==> src/design/rpc_delay.sv <==
// Enable-gated delay line that keeps side data aligned with the pipeline.
// Depends on nothing.
module rpc_delay #(
  parameter int Width = 32,
  parameter int Depth = 2
) (
  input  logic             clk,
  input  logic             en,
  input  logic [Width-1:0] d,
  output logic [Width-1:0] q
);

  logic [Width-1:0] tap_r [Depth];

  always_ff @(posedge clk) begin
    if (en) begin
      tap_r[0] <= d;
      for (int i = 1; i < Depth; i++) tap_r[i] <= tap_r[i-1];
    end
  end

  assign q = tap_r[Depth-1];

endmodule

==> config.mk <==
export PLATFORM = sky130hd
export DESIGN_NAME = rpc_delay
export DESIGN_NICKNAME = d
export VERILOG_FILES = /design/src/design/rpc_delay.sv
export SDC_FILE = /design/constraint.sdc
export NUM_CORES = 1
export LEC_CHECK = 0
export ABC_CLOCK_PERIOD_IN_PS = 1000
export BUFFER_PORTS_ARGS = -buffer_cell sky130_fd_sc_hd__buf_4
export CAP_MARGIN = 15
export CORE_MARGIN = 2
export CORE_UTILIZATION = 48
export CTS_CLUSTER_DIAMETER = 200
export DETAILED_ROUTE_END_ITERATION = 8
export GPL_TIMING_DRIVEN = 0
export PLACE_DENSITY = 0.75
export SYNTH_ARGS = -nofsm -noshare
export SYNTH_HDL_FRONTEND = slang
export SYNTH_SLANG_ARGS = --single-unit
==> constraint.sdc <==
create_clock -name clk -period 1 [get_ports clk]
set_input_delay 0.05 -clock clk [delete_from_list [all_inputs] [get_ports clk]]
set_output_delay 0.05 -clock clk [all_outputs]
set_load 0.02 [all_outputs]
==> results_dict.tcl, run 1 <==
set metrics [dict create \
    worstMarginPinSlew_ns 0.7756 \
    num_io_pins 66 \
    track_usage_pct 15.36 \
    grt_remaining_overflow 0 \
    drtAntennaViolNets 0 \
    post_cts_buffers 0 \
    worstPathMaxFanout 1 \
    max_slew_margin_pct 48.29 \
    synth_nets 130 \
    critPathTopFamily "flip-flops" \
    drt-initial-drc-count 104 \
    clk_pin_slew_worst_paths_ns 0.07 \
    grt_max_degree 65 \
    numCtsBuffers 9 \
    cts_max_level 3 \
    post-route-util_pct 71.06 \
    power_density_nw_per_um2 1873 \
    fin_worst_skew_ns 0.004304 \
    slew_violations 0 \
    stdcell_area_um2 3094 \
    hold_violations 0 \
    fp.dieW_um 71.12 \
    yosysWarnings 0 \
    end_kind "primary output" \
    gp_congestion 0.6214 \
    yosys.area.top_type "edfxtp_1" \
    post-dp-hpwl_um 1942 \
    dr.pass1.iters 4 \
    hp-class "in -> reg" \
    portBuffers 65 \
    grt_pass1_vias 1115 \
    power_leakage_uw 0.001204 \
    n_antenna_cell 0 \
    whs_endpoint "tap_r[0][22]" \
    instances_no_fill 229 \
    finalNetCount 206 \
    whs_path_depth 1 \
    timing.final.crit_period_ns 0.9195 \
    vias_per_cell 4.371 \
    hold_start "en" \
    multi_input_comb_cells 0 \
    largest_reg_flops 64 \
    start_util_pct 49.66 \
    cp.required_ns 0.95 \
    ys_seq_area_share_pct 88.89 \
    antenna_found_initial 0 \
    synth.top_cell.area_share_pct 88.89 \
    path_cells "buf_6" \
    dpl_cell_area_um2 2715 \
    start_kind "flip-flop" \
    regToRegSetupSlack_ns 0.36 \
    routed_wl_um 3524 \
    grt_pass1_wl_um 5375 \
    wire_per_inst_um 15.39 \
    num_rows 24 \
    r2r-end "tap_r[0][52]" \
    crit_type "reg -> out" \
    die-area_um2 5057 \
    largest-register "tap_r" \
    cts_sinks 64 \
    fmax_ghz 1.088 \
    finalPower_uw 5795 \
    top_regs "tap_r (64)" \
    cts-root-buf "clkbuf_8" \
    r2r-start "tap_r[0][20]" \
    timing.max_cap.violations 0 \
    rsz0062_at_grt "false" \
    synthCells 96 \
    fp.coreArea_um2 4354 \
    syn_to_final_growth_pct 43.11 \
    multi_input_area_um2 0 \
    drc 0 \
    clock_path_buffers 2 \
    crit_slowest_cell "edfxtp_1" \
    placed_cells 213 \
    syn_area_um2 2162 \
    die_y_um 71.12 \
    ir_drop_mv 1.572 \
    crit_arrival_ns 0.87 \
    clk_latency_ns 0.32 \
    final.setup.tns_ns 0 \
    postSynthAreaPerCell_um2 22.52 \
    synth_area_leaders "edfxtp_1, buf_4" \
    cts_tree "yes" \
    period_share_pct 91.95 \
    vias 1001 \
    cpPeakStageDelay_ns 0.40 \
    setup_viol_count_final 0 \
    drive_gt1_share_pct 43.50 \
    r2r.worst_path.cells 0 \
    synth_cell_types 2 \
    synth_seq_cells 64 \
    crit_buf_inv 1 \
    status "finished clean" \
]
## placed cells by master (no fill, tap or decap)
cell           synthesis  layout
edfxtp_1              64      64
buf_4                 32      33
dlygate4sd3_1          0      32
buf_6                  0      32
clkbuf_8               0       9
clkbuf_1               0       2
clkinv_1               0       2
clkinv_2               0       2
bufinv_16              0       1
## layer usage
| metal | vias to the layer above | share of wire [%] | global-route usage [%] |
|---|---|---|---|
| li1 | 476 | - | - |
| met2 | 46 | 54 | 25.34 |
| met1 | 472 | 36 | 15.87 |
| met5 | - | 0 | 0 |
| met3 | 7 | 8.1 | 8.405 |
| met4 | 0 | 1.6 | 7.547 |
## where the power goes
group	internal, uW	total (uW)	switching (uW)
clock	1130	2000	871
combinational	313	542	229
sequential	3190	3260	68.2
## final cells by class
type | instances | area (um^2)
clock buffers | 11 | 131.4
flip-flops and latches | 64 | 1922
repair buffers | 97 | 928.4
fillers | 265 | 1260
clock inverters | 5 | 47.55
well taps | 52 | 65.06
## repair_timing
action	4_1_cts	5_1_grt
endpoints found under the hold margin	32	0
endpoints found under the setup margin	32	1
hold buffers	32	0
pin swaps	0	0
gates resized for setup	32	0
## per-stage QoR
| stage | hold WS, ns | setup WS [ns] |
|---|---|---|
| floorplan | 0.1489 | 0.4112 |
| global placement | 0.2278 | -0.01091 |
| detailed placement | 0.2292 | -0.04870 |
| CTS | 0.3276 | 0.004494 |
| global route | 0.3564 | 0.03596 |
| finish | 0.3331 | 0.08054 |
## worst max-delay path by stage
stage               slack [ns]  depth (start not counted)          from      endpoint
floorplan                 0.41                          0   tap_r[0][0]  tap_r[0][32]
global placement         -0.01                          1            en  tap_r[0][27]
detailed placement       -0.05                          1            en  tap_r[0][55]
CTS                      0.004                          2  tap_r[0][58]         q[26]
global route              0.04                          1  tap_r[0][51]         q[19]
finish                    0.08                          1  tap_r[0][59]         q[27]
## logic make-up (layout without fill, tap and decap cells)
| family | after synthesis | after routing | synth area share [%] |
|---|---|---|---|
| flops | 64 | 64 | 88.89 |
| buf+inv | 32 | 113 | 11.11 |
## cells in the mapped netlist (all sizes together)
master  number
edfxtp      64
buf         32
No activity file was read; power rests on OpenSTA's default activity.
==> inputs of run 2 (changes only) <==
BUFFER_PORTS_ARGS = unset   (was -buffer_cell sky130_fd_sc_hd__buf_4)
CAP_MARGIN = 20   (was 15)
DONT_BUFFER_PORTS = 1   (was unset)
PLACE_DENSITY = unset   (was 0.75)
==> results_dict.tcl, run 2 (synthesis gave the netlist of run 1 again) <==
set metrics [dict create \
    status "finished with violations" \
    violations "negative hold slack" \
    period_share_pct 92.28 \
    drc 0 \
    antenna_found_initial 0 \
    power_density_nw_per_um2 2041 \
    p_int_uw 4480 \
    pwr-share-comb_pct 6.1 \
    slew_violations 0 \
    whs_path_depth 0 \
    portBuffers 0 \
    multi_input_area_um2 0 \
    drt-initial-drc-count 86 \
    timing.max_cap.violations 0 \
    grt_pass1_wl_um 4264 \
    hp-class "in -> reg" \
    fillers 312 \
    n_antenna_cell 0 \
    crit_type "reg -> out" \
    placed_cells 148 \
    layout_common_cells "edfxtp_1, buf_4, dlygate4sd3_1" \
    instances_no_fill 196 \
    hold_start "en" \
    grt_pass1_vias 933 \
    fin_worst_skew_ns 0.004221 \
    crit_slowest_cell "edfxtp_1" \
    clk_pin_slew_worst_paths_ns 0.06 \
    regToRegSetupSlack_ns 0.34 \
    die_y_um 71.12 \
    power.share.clock_pct 35.7 \
    layout_commonest_cell "edfxtp_1" \
    dpl_cell_area_um2 2227 \
    start_util_pct 49.66 \
    r2r.worst_path.cells 0 \
    critPathTopFamily "flip-flops" \
    holdBufCountCts 32 \
    track_usage_pct 12.25 \
    seqPwrFrac_pct 58.2 \
    fp.coreArea_um2 4354 \
    r2r-end "tap_r[0][35]" \
    stdcell_area_um2 2725 \
    drive_gt1_share_pct 29.86 \
    grt_max_degree 65 \
    fp.dieW_um 71.12 \
    crit_arrival_ns 0.87 \
    multi_input_comb_cells 0 \
    drtAntennaViolNets 0 \
    max_slew_margin_pct 93.16 \
    grt_remaining_overflow 0 \
    largest_reg_flops 64 \
    num_io_pins 66 \
    rsz0062_at_grt "false" \
    worstPathMaxFanout 1 \
    power_switching_share_pct 19.44 \
    timing.final.crit_period_ns 0.9228 \
    final.setup.tns_ns 0 \
    vias 874 \
    worstMarginPinSlew_ns 0.1025 \
    routed_wl_um 3005 \
    path_cells "buf_4" \
    largest-register "tap_r" \
    numCtsBuffers 9 \
    whs_endpoint "tap_r[0][6]" \
    dr.pass1.iters 4 \
    gp_congestion 0.5969 \
    cts_sinks 64 \
    setup_viol_count_final 0 \
    finalNetCount 173 \
    die-area_um2 5057 \
    hold_slack_ns -0.1651 \
    start_kind "flip-flop" \
    clock_path_buffers 2 \
    r2r-start "tap_r[0][3]" \
    end_kind "primary output" \
    ir_drop_mv 1.203 \
    cts_tree "yes" \
    post_cts_resized 0 \
    wire_per_inst_um 15.33 \
    cts-root-buf "clkbuf_8" \
    cts_max_level 3 \
    syn_to_final_growth_pct 26.04 \
    clk_latency_ns 0.32 \
    fmax_ghz 1.084 \
    hold_violations 64 \
    post_cts_buffers 0 \
    p_sw_uw 1081 \
    cpPeakStageDelay_ns 0.38 \
    num_rows 24 \
    power_leakage_uw 0.001004 \
    top_regs "tap_r (64)" \
    crit_buf_inv 1 \
    vias_per_cell 4.459 \
    cp.required_ns 0.95 \
]
run 2: power groups by stage:
stage                     logic [uW]  clock network (uW)  registers (uW)
after global routing             357                2130            3250
after floorplan                  231                   0            3270
after detailed placement         244                   0            3300
after global placement           244                   0            3280
final                            341                1990            3230
after CTS                        344                2030            3240
run 2: layer usage:
| layer | vias to the layer above | share of wire, % | global-route usage (%) |
|---|---|---|---|
| li1 | 411 | - | - |
| met1 | 420 | 35 | 11.00 |
| met2 | 35 | 57 | 21.39 |
| met3 | 8 | 6.1 | 5.128 |
| met4 | 0 | 2.4 | 9.434 |
| met5 | - | 0 | 0 |
run 2: worst max-delay path by stage:
| stage | startpoint | to | slack [ns] | depth (start not counted) |
|---|---|---|---|---|
| global route | tap_r[0][61] | q[29] | 0.04 | 1 |
| global placement | tap_r[0][3] | tap_r[0][35] | 0.34 | 0 |
| floorplan | tap_r[0][0] | tap_r[0][32] | 0.41 | 0 |
| detailed placement | tap_r[0][3] | tap_r[0][35] | 0.34 | 0 |
| finish | tap_r[0][58] | q[26] | 0.08 | 1 |
| CTS | tap_r[0][36] | q[4] | 0.05 | 1 |
run 2: through the flow:
step | power [uW] | util (%) | hold WS, ns | setup WS, ns
final | 5561 | 62.59 | -0.1651 | 0.07724
after global placement | 3525 | 51.15 | 0.1489 | 0.3387
after floorplan | 3502 | - | 0.1489 | 0.4112
after detailed placement | 3541 | 51.15 | 0.1489 | 0.3389
after CTS | 5618 | 62.59 | -0.1835 | 0.04528
after global routing | 5745 | 62.59 | -0.1858 | 0.04155
run 2: area by class of cell:
type                  count  area (um^2)  share of cell area, %
clock buffer             10        127.6                  4.683
clock inverter            6        50.05                  1.837
buffer                   32        240.2                  8.815
timing repair buffer     32        320.3                  11.75
sequential               64         1922                  70.52
tap                      52        65.06                  2.388
